File: src/rtl/core/ios_pkg.sv
`timescale 1ns / 1ps
// Shared types and codes for the I/O request splitter.
// No dependencies; imported by every module of the splitter.
package ios_pkg;

    localparam logic [1:0] ST_OK         = 2'd0;
    localparam logic [1:0] ST_MISALIGNED = 2'd1;
    localparam logic [1:0] ST_EMPTY      = 2'd2;
    localparam logic [1:0] ST_TOO_MANY   = 2'd3;

    localparam logic [7:0] OPC_WRITE = 8'd1;
    localparam logic [7:0] OPC_READ  = 8'd2;

    typedef struct packed {
        logic [63:0] buffer_address;
        logic [31:0] size_bytes;
        logic [63:0] start_lba;
        logic        write_op;
    } t_req;

    typedef struct packed {
        logic [1:0]  status;
        logic [63:0] command_lba;
        logic [3:0]  blocks_minus_one;
        logic [7:0]  opcode;
        logic [63:0] chunk_address;
        logic [5:0]  queue_id;
        logic        last;
    } t_rsp;

    // checked request handed from the check stage to the splitter
    typedef struct packed {
        logic [1:0]  status;
        logic [63:0] buffer_address;
        logic [63:0] start_lba;
        logic [31:0] blocks;
        logic        write_op;
    } t_chk;

endpackage

File: src/rtl/core/io_request_splitter_top.sv
`timescale 1ns / 1ps
// Top level of the I/O request splitter: config register, stages, output register.
// Depends on ios_pkg, ios_check and ios_split.

// Splits a host read/write request into I/O commands of at most MAX_CMD_BYTES.
// A request passes a check stage, a split stage and an output register, each
// registered. The split stage issues one result per cycle while the output
// register takes it (i_rsp_ready or empty): a request of n chunks (at most
// MAX_BATCH) gives n results, an error request one; the check stage takes the
// next request meanwhile. BLOCK_BYTES must be a power of two. queue_count is
// clamped to 2..64; commands of each request go round-robin from queue 1.
module io_request_splitter_top
    import ios_pkg::*;
#(
    parameter int BLOCK_BYTES   = 4096,
    parameter int MAX_CMD_BYTES = 65536,
    parameter int MAX_BATCH     = 64
) (
    input  logic       i_clk,
    input  logic       i_rst_n,
    input  logic       i_req_valid,
    output logic       o_req_ready,
    input  t_req       i_req,
    output logic       o_rsp_valid,
    input  logic       i_rsp_ready,
    output t_rsp       o_rsp,
    input  logic       i_cfg_we,
    input  logic [6:0] i_cfg_wdata
);

    localparam int BPC = (MAX_CMD_BYTES / BLOCK_BYTES) == 0 ? 1
                                                       : MAX_CMD_BYTES / BLOCK_BYTES;

    logic [6:0] r_queue_count;
    logic [5:0] w_qmax;

    logic       w_chk_valid;
    logic       w_chk_ready;
    t_chk       w_chk;
    logic       w_spl_valid;
    logic       w_spl_ready;
    t_rsp       w_spl_rsp;

    logic       r_out_valid;
    t_rsp       r_out;

    always_ff @(posedge i_clk) begin
        if (!i_rst_n) begin
            r_queue_count <= 7'd2;
        end else if (i_cfg_we) begin
            r_queue_count <= i_cfg_wdata;
        end
    end

    // highest queue id in use
    always_comb begin
        priority if (r_queue_count < 7'd2) begin
            w_qmax = 6'd1;
        end else if (r_queue_count > 7'd64) begin
            w_qmax = 6'd63;
        end else begin
            w_qmax = 6'(r_queue_count - 7'd1);
        end
    end

    ios_check #(
        .BLOCK_BYTES   (BLOCK_BYTES),
        .MAX_CMD_BYTES (MAX_CMD_BYTES),
        .MAX_BATCH     (MAX_BATCH)
    ) u_check (
        .i_clk   (i_clk),
        .i_rst_n (i_rst_n),
        .i_valid (i_req_valid),
        .o_ready (o_req_ready),
        .i_req   (i_req),
        .o_valid (w_chk_valid),
        .i_ready (w_chk_ready),
        .o_chk   (w_chk)
    );

    ios_split #(
        .BLOCK_BYTES   (BLOCK_BYTES),
        .MAX_CMD_BYTES (MAX_CMD_BYTES)
    ) u_split (
        .i_clk   (i_clk),
        .i_rst_n (i_rst_n),
        .i_valid (w_chk_valid),
        .o_ready (w_chk_ready),
        .i_chk   (w_chk),
        .i_qmax  (w_qmax),
        .o_valid (w_spl_valid),
        .i_ready (w_spl_ready),
        .o_rsp   (w_spl_rsp)
    );

    assign w_spl_ready = !r_out_valid || i_rsp_ready;

    always_ff @(posedge i_clk) begin
        if (!i_rst_n) begin
            r_out_valid <= 1'b0;
        end else if (w_spl_ready) begin
            r_out_valid <= w_spl_valid;
        end
    end

    always_ff @(posedge i_clk) begin
        if (w_spl_ready && w_spl_valid) begin
            r_out <= w_spl_rsp;
        end
    end

    assign o_rsp_valid = r_out_valid;
    assign o_rsp       = r_out;

    a_err_is_last: assert property (@(posedge i_clk) disable iff (!i_rst_n)
        (o_rsp_valid && o_rsp.status != ST_OK) |-> o_rsp.last)
        else $error("error request not marked last");

    a_cmd_qid_nonzero: assert property (@(posedge i_clk) disable iff (!i_rst_n)
        (o_rsp_valid && o_rsp.status == ST_OK) |-> (o_rsp.queue_id != 6'd0))
        else $error("command routed to admin queue");

    // a non-last command taken: the next result is the following chunk
    a_chunk_step: assert property (@(posedge i_clk) disable iff (!i_rst_n)
        ($past(i_rst_n) && $past(o_rsp_valid && i_rsp_ready && !o_rsp.last)
            && o_rsp_valid)
        |-> (o_rsp.status == ST_OK
            && o_rsp.command_lba == $past(o_rsp.command_lba) + 64'(BPC)))
        else $error("chunk sequence broken");

endmodule

File: src/rtl/core/ios_check.sv
`timescale 1ns / 1ps
// Check stage: classifies a request (misaligned, empty, too many commands).
// Depends on ios_pkg.
module ios_check
    import ios_pkg::*;
#(
    parameter int BLOCK_BYTES   = 4096,
    parameter int MAX_CMD_BYTES = 65536,
    parameter int MAX_BATCH     = 64
) (
    input  logic i_clk,
    input  logic i_rst_n,
    input  logic i_valid,
    output logic o_ready,
    input  t_req i_req,
    output logic o_valid,
    input  logic i_ready,
    output t_chk o_chk
);

    localparam int LOG2B = $clog2(BLOCK_BYTES);
    localparam int BPC   = (MAX_CMD_BYTES / BLOCK_BYTES) == 0 ? 1
                                                         : MAX_CMD_BYTES / BLOCK_BYTES;
    localparam logic [32:0] LIMIT = 33'(MAX_BATCH * BPC);

    logic        r_valid;
    t_chk        r_chk;
    t_chk        n_chk;
    logic [32:0] w_nblk;

    assign o_ready = !r_valid || i_ready;
    assign o_valid = r_valid;
    assign o_chk   = r_chk;

    assign w_nblk = 33'(i_req.size_bytes >> LOG2B);

    always_comb begin
        n_chk.buffer_address = i_req.buffer_address;
        n_chk.start_lba      = i_req.start_lba;
        n_chk.blocks         = i_req.size_bytes >> LOG2B;
        n_chk.write_op       = i_req.write_op;
        priority if (|i_req.size_bytes[LOG2B-1:0]) begin
            n_chk.status = ST_MISALIGNED;
        end else if (i_req.buffer_address == 64'd0 || i_req.size_bytes == 32'd0) begin
            n_chk.status = ST_EMPTY;
        end else if (w_nblk > LIMIT) begin
            n_chk.status = ST_TOO_MANY;
        end else begin
            n_chk.status = ST_OK;
        end
    end

    always_ff @(posedge i_clk) begin
        if (!i_rst_n) begin
            r_valid <= 1'b0;
        end else if (o_ready) begin
            r_valid <= i_valid;
        end
    end

    always_ff @(posedge i_clk) begin
        if (o_ready && i_valid) begin
            r_chk <= n_chk;
        end
    end

endmodule

File: src/rtl/core/ios_split.sv
`timescale 1ns / 1ps
// Split stage: walks a checked request, one command per cycle while i_ready is high.
// Depends on ios_pkg.
module ios_split
    import ios_pkg::*;
#(
    parameter int BLOCK_BYTES   = 4096,
    parameter int MAX_CMD_BYTES = 65536
) (
    input  logic       i_clk,
    input  logic       i_rst_n,
    input  logic       i_valid,
    output logic       o_ready,
    input  t_chk       i_chk,
    input  logic [5:0] i_qmax,
    output logic       o_valid,
    input  logic       i_ready,
    output t_rsp       o_rsp
);

    localparam int LOG2B = $clog2(BLOCK_BYTES);
    localparam int NBW   = 32 - LOG2B;
    localparam int BPC   = (MAX_CMD_BYTES / BLOCK_BYTES) == 0 ? 1
                                                         : MAX_CMD_BYTES / BLOCK_BYTES;
    localparam logic [NBW-1:0] BPC_N  = NBW'(BPC);
    localparam logic [63:0]    BPC_64 = 64'(BPC);
    localparam logic [63:0]    CHUNK  = 64'(BPC) * 64'(BLOCK_BYTES);

    logic           r_busy;
    logic [1:0]     r_status;
    logic [63:0]    r_lba;
    logic [63:0]    r_addr;
    logic [NBW-1:0] r_rem;
    logic [5:0]     r_qid;
    logic           r_wr;

    logic           w_fire;
    logic           w_final;
    logic           w_load;
    logic [NBW-1:0] w_blk;
    logic [NBW-1:0] w_blk_m1;

    assign w_fire  = r_busy && i_ready;
    assign w_final = (r_status != ST_OK) || (r_rem <= BPC_N);
    assign o_ready = !r_busy || (w_fire && w_final);
    assign w_load  = o_ready && i_valid;
    assign o_valid = r_busy;

    assign w_blk    = (r_rem < BPC_N) ? r_rem : BPC_N;
    assign w_blk_m1 = w_blk - NBW'(1);

    always_comb begin
        o_rsp.status = r_status;
        o_rsp.last   = w_final;
        if (r_status == ST_OK) begin
            o_rsp.command_lba      = r_lba;
            o_rsp.blocks_minus_one = w_blk_m1[3:0];
            o_rsp.opcode           = r_wr ? OPC_WRITE : OPC_READ;
            o_rsp.chunk_address    = r_addr;
            o_rsp.queue_id         = r_qid;
        end else begin
            o_rsp.command_lba      = 64'd0;
            o_rsp.blocks_minus_one = 4'd0;
            o_rsp.opcode           = 8'd0;
            o_rsp.chunk_address    = 64'd0;
            o_rsp.queue_id         = 6'd0;
        end
    end

    always_ff @(posedge i_clk) begin
        if (!i_rst_n) begin
            r_busy <= 1'b0;
        end else if (w_load) begin
            r_busy <= 1'b1;
        end else if (w_fire && w_final) begin
            r_busy <= 1'b0;
        end
    end

    always_ff @(posedge i_clk) begin
        if (w_load) begin
            r_status <= i_chk.status;
            r_lba    <= i_chk.start_lba;
            r_addr   <= i_chk.buffer_address;
            r_rem    <= i_chk.blocks[NBW-1:0];
            r_qid    <= 6'd1;
            r_wr     <= i_chk.write_op;
        end else if (w_fire) begin
            r_rem  <= r_rem - BPC_N;
            r_lba  <= r_lba + BPC_64;
            r_addr <= r_addr + CHUNK;
            // round-robin over queues 1..qmax
            r_qid  <= (r_qid >= i_qmax) ? 6'd1 : r_qid + 6'd1;
        end
    end

endmodule
File: config.mk
export PLATFORM = sky130hd
export DESIGN_NAME = io_request_splitter_top
export DESIGN_NICKNAME = d
export VERILOG_FILES = /design/src/rtl/core/ios_pkg.sv /design/src/rtl/core/io_request_splitter_top.sv /design/src/rtl/core/ios_check.sv /design/src/rtl/core/ios_split.sv
export SDC_FILE = /design/constraint.sdc
export NUM_CORES = 1
export LEC_CHECK = 0
export BUFFER_PORTS_ARGS = -buffer_cell sky130_fd_sc_hd__buf_4
export CORE_AREA = 4 4 201 203
export DETAILED_ROUTE_END_ITERATION = 7
export DIE_AREA = 0 0 205 207
export PLACE_DENSITY_LB_ADDON = 0.08
export SLEW_MARGIN = 20
export SYNTH_ARGS = -nofsm -noshare
export SYNTH_HDL_FRONTEND = slang
export SYNTH_SLANG_ARGS = --single-unit
File: constraint.sdc
create_clock -name i_clk -period 6.6 [get_ports i_clk]
set_input_delay 0.33 -clock i_clk [delete_from_list [all_inputs] [get_ports i_clk]]
set_output_delay 0.33 -clock i_clk [all_outputs]
set_load 0.02 [all_outputs]
# Yosys cells after proc, flatten, opt, wreduce, memory -nomap -nowiden

Index checks and enable logic that the tools add are counted.
W data, S select, Z words.

Bits in registers: 467
Input port bits: 173
Output and inout bits: 151
Word-level logic and storage cells: 68

$add $sub $neg: 6
Magnitude comparators: 6
Mux-type cells: 15
Reductions and logical operators: 19

Operators by type and width:

| cell                     | number |
|---|---|
| $mux W64                 | 4 |
| $add A64 B17 Y64 const B | 1 |
| $add A64 B5 Y64 const B  | 1 |
| $logic_not A64 Y1        | 1 |
| $mux W20                 | 2 |
| $logic_not A32 Y1        | 1 |
| $gt A20 B11 Y1 const B   | 1 |
| $le A20 B5 Y1 const B    | 1 |
| $lt A20 B5 Y1 const B    | 1 |
| $sub A20 B5 Y20 const B  | 1 |
| $mux W6                  | 3 |
| $reduce_or A12 Y1        | 1 |
| $gt A7 B7 Y1 const B     | 1 |
| $lt A7 B2 Y1 const B     | 1 |
| $add A6 B1 Y6 const B    | 1 |
| $ge A6 B6 Y1             | 1 |
| $mux W2                  | 3 |
| $reduce_bool A2 Y1       | 3 |
| $sub A6 B1 Y6 const B    | 1 |
| $logic_or A1 B1 Y1       | 5 |
| $logic_and A1 B1 Y1      | 4 |
| $mux W4                  | 1 |
| $sub A4 B1 Y4 const B    | 1 |
| $logic_not A1 Y1         | 3 |
| 2 further kinds          | 3 |

# Longest topological paths before layout

Word-level depth: 7
Mapped depth: 12
Mapped depth without buffers: 12

# By module

From an unflattened synthesis, not the netlist that was laid out.

Cells, all modules: 1,475
Area, all modules: 20,254.4 um2

By module, submodules not included:

| module                  | times used | cells an instance | area each (um2) | sequential area each (um2) |
|---|---|---|---|---|
| ios_split               | 1          | 1,064             | 10,388.7        | 4,674.5 |
| io_request_splitter_top | 1          | 203               | 4,949.7         | 4,634.4 |
| ios_check               | 1          | 208               | 4,916.0         | 4,554.4 |

# Least setup slack after synthesis

Ideal clock, no wire load.

Kind: register to register
From: register r_out_valid (netlist: o_rsp_valid)
To: register u_split.r_addr[16] (enable)
Setup time: 0.774 ns
Arrival: 5.647 ns
Required time: 5.826 ns
Path slack: 0.179 ns
Cell stages (with the launch flop): 5
Buffers on the path: 0
Period minus slack after synthesis: 6.421 ns
Cell sequence: dfxtp_1 -> nand2b_1 -> nand2_1 -> clkinv_1 -> a21o_1

Cells in the longest elaborated chain, start to end: 7

RTL lines:

| element                          | line                           | text |
|---|---|---|
| start, declared                  | io_request_splitter_top.sv:44  | `logic r_out_valid;` |
| start signal, assigned           | io_request_splitter_top.sv:102 | `r_out_valid <= w_spl_valid;` |
| $logic_not A1 Y1 (*)             | io_request_splitter_top.sv:96  | `assign w_spl_ready = !r_out_valid \|\| i_rsp_ready;` |
| $logic_or A1 B1 Y1 (*)           | io_request_splitter_top.sv:96  |  |
| $logic_and A1 B1 Y1 (*)          | ios_split.sv:43                | `assign w_fire = r_busy && i_ready;` |
| net u_split.w_fire               | ios_split.sv:37                | `logic w_fire;` |
| $logic_and A1 B1 Y1              | ios_split.sv:45                | `assign o_ready = !r_busy \|\| (w_fire && w_final);` |
| $logic_or A1 B1 Y1               | ios_split.sv:45                |  |
| $logic_and A1 B1 Y1              | ios_split.sv:46                | `assign w_load = o_ready && i_valid;` |
| $reduce_bool A2 Y1 (no line) (*) | n/a                            |  |
| end signal, assigned             | ios_split.sv:84                | `r_addr <= i_chk.buffer_address;` |
| end signal, assigned             | ios_split.sv:91                | `r_addr <= r_addr + CHUNK;` |
| end, declared                    | ios_split.sv:32                | `logic [63:0] r_addr;` |

The timed path passes the listed nets; every way through them passes the cells marked *.
A chain may end at the register's enable or synchronous reset.

# Worst setup path in the final report

From: register u_split.r_rem[10]
To: register u_check.r_chk, in the netlist u_check.o_chk[99] (enable)

Cells in the longest elaborated chain, start to end: 6

RTL lines:

| element                | line            | text |
|---|---|---|
| start, declared        | ios_split.sv:33 | `logic [NBW-1:0] r_rem;` |
| start signal, assigned | ios_split.sv:85 | `r_rem <= i_chk.blocks[NBW-1:0];` |
| start signal, assigned | ios_split.sv:89 | `r_rem <= r_rem - BPC_N;` |
| $le A20 B5 Y1          | ios_split.sv:44 | `assign w_final = (r_status != ST_OK) \|\| (r_rem <= BPC_N);` |
| $logic_or A1 B1 Y1     | ios_split.sv:44 |  |
| $logic_and A1 B1 Y1    | ios_split.sv:45 |  |
| $logic_or A1 B1 Y1     | ios_split.sv:45 |  |
| $logic_or A1 B1 Y1     | ios_check.sv:31 | `assign o_ready = !r_valid \|\| i_ready;` |
| $logic_and A1 B1 Y1    | ios_check.sv:62 | `if (o_ready && i_valid) begin` |
| end signal, assigned   | ios_check.sv:63 | `r_chk <= n_chk;` |
| end, declared          | ios_check.sv:27 | `t_chk r_chk;` |

Every way passes these cells.

==> results.sh <==
export IMPL_p_per_area_nw_per_um2=269.0
export IMPL_path_clk_slew_ns=0.06
export IMPL_arrival_ns=3.91
export IMPL_rsz0062_at_grt="no"
export IMPL_fmax_mhz=269.2
export IMPL_core_region_area_um2=38470
export IMPL_track_usage_pct=21.20
export IMPL_p_leak_nw=9.265
export IMPL_tns_ns=0
export IMPL_setup_slack_ns=2.885
export IMPL_grtUsageMet1_pct=30.08
export IMPL_ios=324
export IMPL_worstReg2RegEnd="u_check.o_chk[99]"
export IMPL_postLayoutCoreUtil_pct=65.88
export IMPL_placed_cell_area_um2=22250
export IMPL_r2r_slack_ns=2.89
export IMPL_hold_viol=0
export IMPL_r2r_start="u_split.r_rem[10]"
export IMPL_via_per_inst=5.181
export IMPL_final_common_cell="edfxtp_1"
export IMPL_hold_depth=3
export IMPL_drv_slew=0
export IMPL_globalplace_congestion=0.8245
export IMPL_setup_worst_path_end_class="register"
export IMPL_dr_total_vias=12631
export IMPL_port_buffers=317
export IMPL_die_h_um=207
export IMPL_async_flop_share_pct=0
export IMPL_grtUsageMet3_pct=4.348
export IMPL_max_slew_margin_pct=26.99
export IMPL_cap_viol_max_count=0
export IMPL_synth_cell_types=52
export IMPL_grt_pass1_wl_um=71330
export IMPL_tightest_slew_ns=1.095
export IMPL_cp_max_fo=88
export IMPL_cts_tree="done"
export IMPL_nets=2069
export IMPL_synth_cells=1412
export IMPL_ant_nets=0
export IMPL_firstDrtPassIters=7
export IMPL_hold_buffers=153
export IMPL_hold_path_end="r_queue_count[6]"
export IMPL_grt_max_degree=238
export IMPL_required_ns=6.79
export IMPL_rr_worst_depth=7
export IMPL_setup_viol=0
export IMPL_finalCritPeriodShare_pct=56.29
export IMPL_synth_flop_cell="edfxtp_1"
export IMPL_dieArea_um2=42440
export IMPL_rows=72
export IMPL_layout_cells_most_common_list="edfxtp_1, buf_4, nor2_1, dlygate4sd3_1, and2_1"
export IMPL_grt_pass1_vias=12722
export IMPL_globalRoute_busiestLayer="met2"
export IMPL_period_minus_slack_ns=3.715
export IMPL_die_w_um=205
export IMPL_grt_ovfl_total=0
export IMPL_status="finished clean"
export IMPL_initial_core_util_pct=50.85
export IMPL_hold_path_class="in2reg"
export IMPL_cts_inserted_buffers=46
export IMPL_drc=0
export IMPL_place_worst_setup_slack_ns=2.845
export IMPL_clkSinkCount=461
export IMPL_cts_htree_levels=2
export IMPL_fillerInstances=2848
export IMPL_insertion_delay_ns=0.57
export IMPL_cts_resized=0
export IMPL_stdcell_area_um2=25340
export IMPL_ir_drop_uv=178.8
export IMPL_antenna_found_initial=2
export IMPL_wl_per_cell_um=18.67
export IMPL_synth_warnings=0
export IMPL_dr_first_iter_drc_count=853
export IMPL_root_buffer="clkbuf_16"
export IMPL_power_mw=6.818
export IMPL_skew_ns=0.01406
export IMPL_use_met2_pct=33.68
export IMPL_avgSynthCellArea_um2=13.85
export IMPL_synth_seq_cells=461
export IMPL_min_from="i_cfg_wdata[6]"
export IMPL_post_cts_buffers=0
export IMPL_ys_seq_area_share_pct=69.96
export IMPL_start_kind="register"
export IMPL_syn_cell_area_um2=19560
export IMPL_dpl_hpwl_um=29300
export IMPL_layout_drive_gt1_share_pct=21.73
export IMPL_wirelength_um=45520
export IMPL_critPathKind="reg2reg"
export IMPL_synth_edf_count=445
export IMPL_cts_buffer_depth=3
export IMPL_syn_to_final_growth_pct=29.57
[where the power goes]
part / leakage, nW / internal (mW) / switching [mW]
logic: 4.15 / 0.291 / 0.312
clock network: 0.762 / 1.62 / 1.07
registers: 4.36 / 3.42 / 0.110
total: 9.27 / 5.33 / 1.49
[worst max-delay path by stage]
stage | start | to | slack, ns
2_1_floorplan | o_rsp_valid | u_split.r_addr[16] | 0.18
6_report | u_split.r_rem[10] | u_check.o_chk[99] | 2.89
5_1_grt | u_split.r_rem[10] | u_check.o_chk[100] | 2.62
3_5_place_dp | u_split.r_rem[10] | u_check.o_chk[151] | 2.85
4_1_cts | u_split.r_rem[10] | u_check.o_chk[151] | 2.84
3_3_place_gp | u_split.r_rem[10] | u_check.o_chk[143] | 2.93
[cells by family (layout without fill, tap and decap cells)]
logic type               count (synthesis)  count (layout)  synth area share [%]
multiplexers                            21              21                 1.459
flip-flops                             461             461                 69.96
AO/OA/AOI/OAI                          140             140                 3.870
adder cells (fa/ha/maj)                 13              13                0.8316
AND/OR/NAND/NOR                        571             571                 15.58
other                                    1               7               0.01917
XOR/XNOR                               122             122                 5.463
buffers and inverters                   83             585                 2.815
[synth_stat cells (4+ instances only)]
cell | instances | share of area, %
nand2b_1 | 6 | 0.19
xnor2_1 | 73 | 3.3
nand3_1 | 52 | 1.3
clkbuf_1 | 21 | 0.40
nor3_1 | 32 | 0.82
buf_6 | 28 | 1.6
or3_1 | 5 | 0.16
nand2_1 | 47 | 0.90
nand4_1 | 33 | 1.1
and4_1 | 4 | 0.18
a21oi_1 | 115 | 2.9
buf_4 | 7 | 0.27
nor4_1 | 38 | 1.2
o21ai_0 | 5 | 0.13
xor2_1 | 49 | 2.2
inv_1 | 24 | 0.46
dfxtp_1 | 16 | 1.6
and3_1 | 17 | 0.54
and2_1 | 153 | 4.9
nor2_1 | 158 | 3.0
edfxtp_1 | 445 | 68
mux2_4 | 15 | 1.2
a31oi_1 | 4 | 0.13
mux2i_1 | 6 | 0.31
nor2b_1 | 9 | 0.29
ha_1 | 13 | 0.83
[layer usage]
metal  part of all wire (%)  vias up
met5                  0.026        -
met4                    2.7        2
met3                    6.5       69
met2                     47      380
met1                     44     6103
li1                       -     6077
[metrics by stage]
stage / hold WS [ns] / std cells
2_1_floorplan: 0.4003 / 1417
3_3_place_gp: 0.4075 / 2200
3_5_place_dp: 0.4090 / 2200
4_1_cts: 0.003239 / 2437
5_1_grt: 0.01595 / 2437
6_report: 0.03720 / 2438
[worst max-delay path, stage by stage, from the launching register on]
cell and delay, ns:
edfxtp_1 0.47, nor4_2 0.40, nand2b_1 0.17, or4b_4 0.62, a21oi_1 0.20, nand3b_1 0.17
and2_4 0.77, buf_12 0.46
[final cells by class]
cell class / count / area (µm²) / share of cell area [%]
antenna: 1 / 2.502 / 0.009875
timing repair buffer: 476 / 3985 / 15.73
clock inverter: 25 / 287.8 / 1.136
tap: 518 / 648.1 / 2.558
clock buffer: 59 / 1264 / 4.987
sequential: 461 / 13680 / 53.99
multi-input combinational: 873 / 5373 / 21.20
inverter: 25 / 98.84 / 0.3900
[flip-flops by register name, indices dropped and copies added (netlist names)]
signal            cells
o_rsp_valid           1
o_rsp               143
u_split.r_lba        64
u_split.r_rem        20
u_check.o_chk       151
u_check.o_valid       1
r_queue_count         7
u_split.r_status      2
u_split.r_addr       64
u_split.r_wr          1
u_split.o_valid       1
u_split.r_qid         6
(Power assumes the default switching activity.)
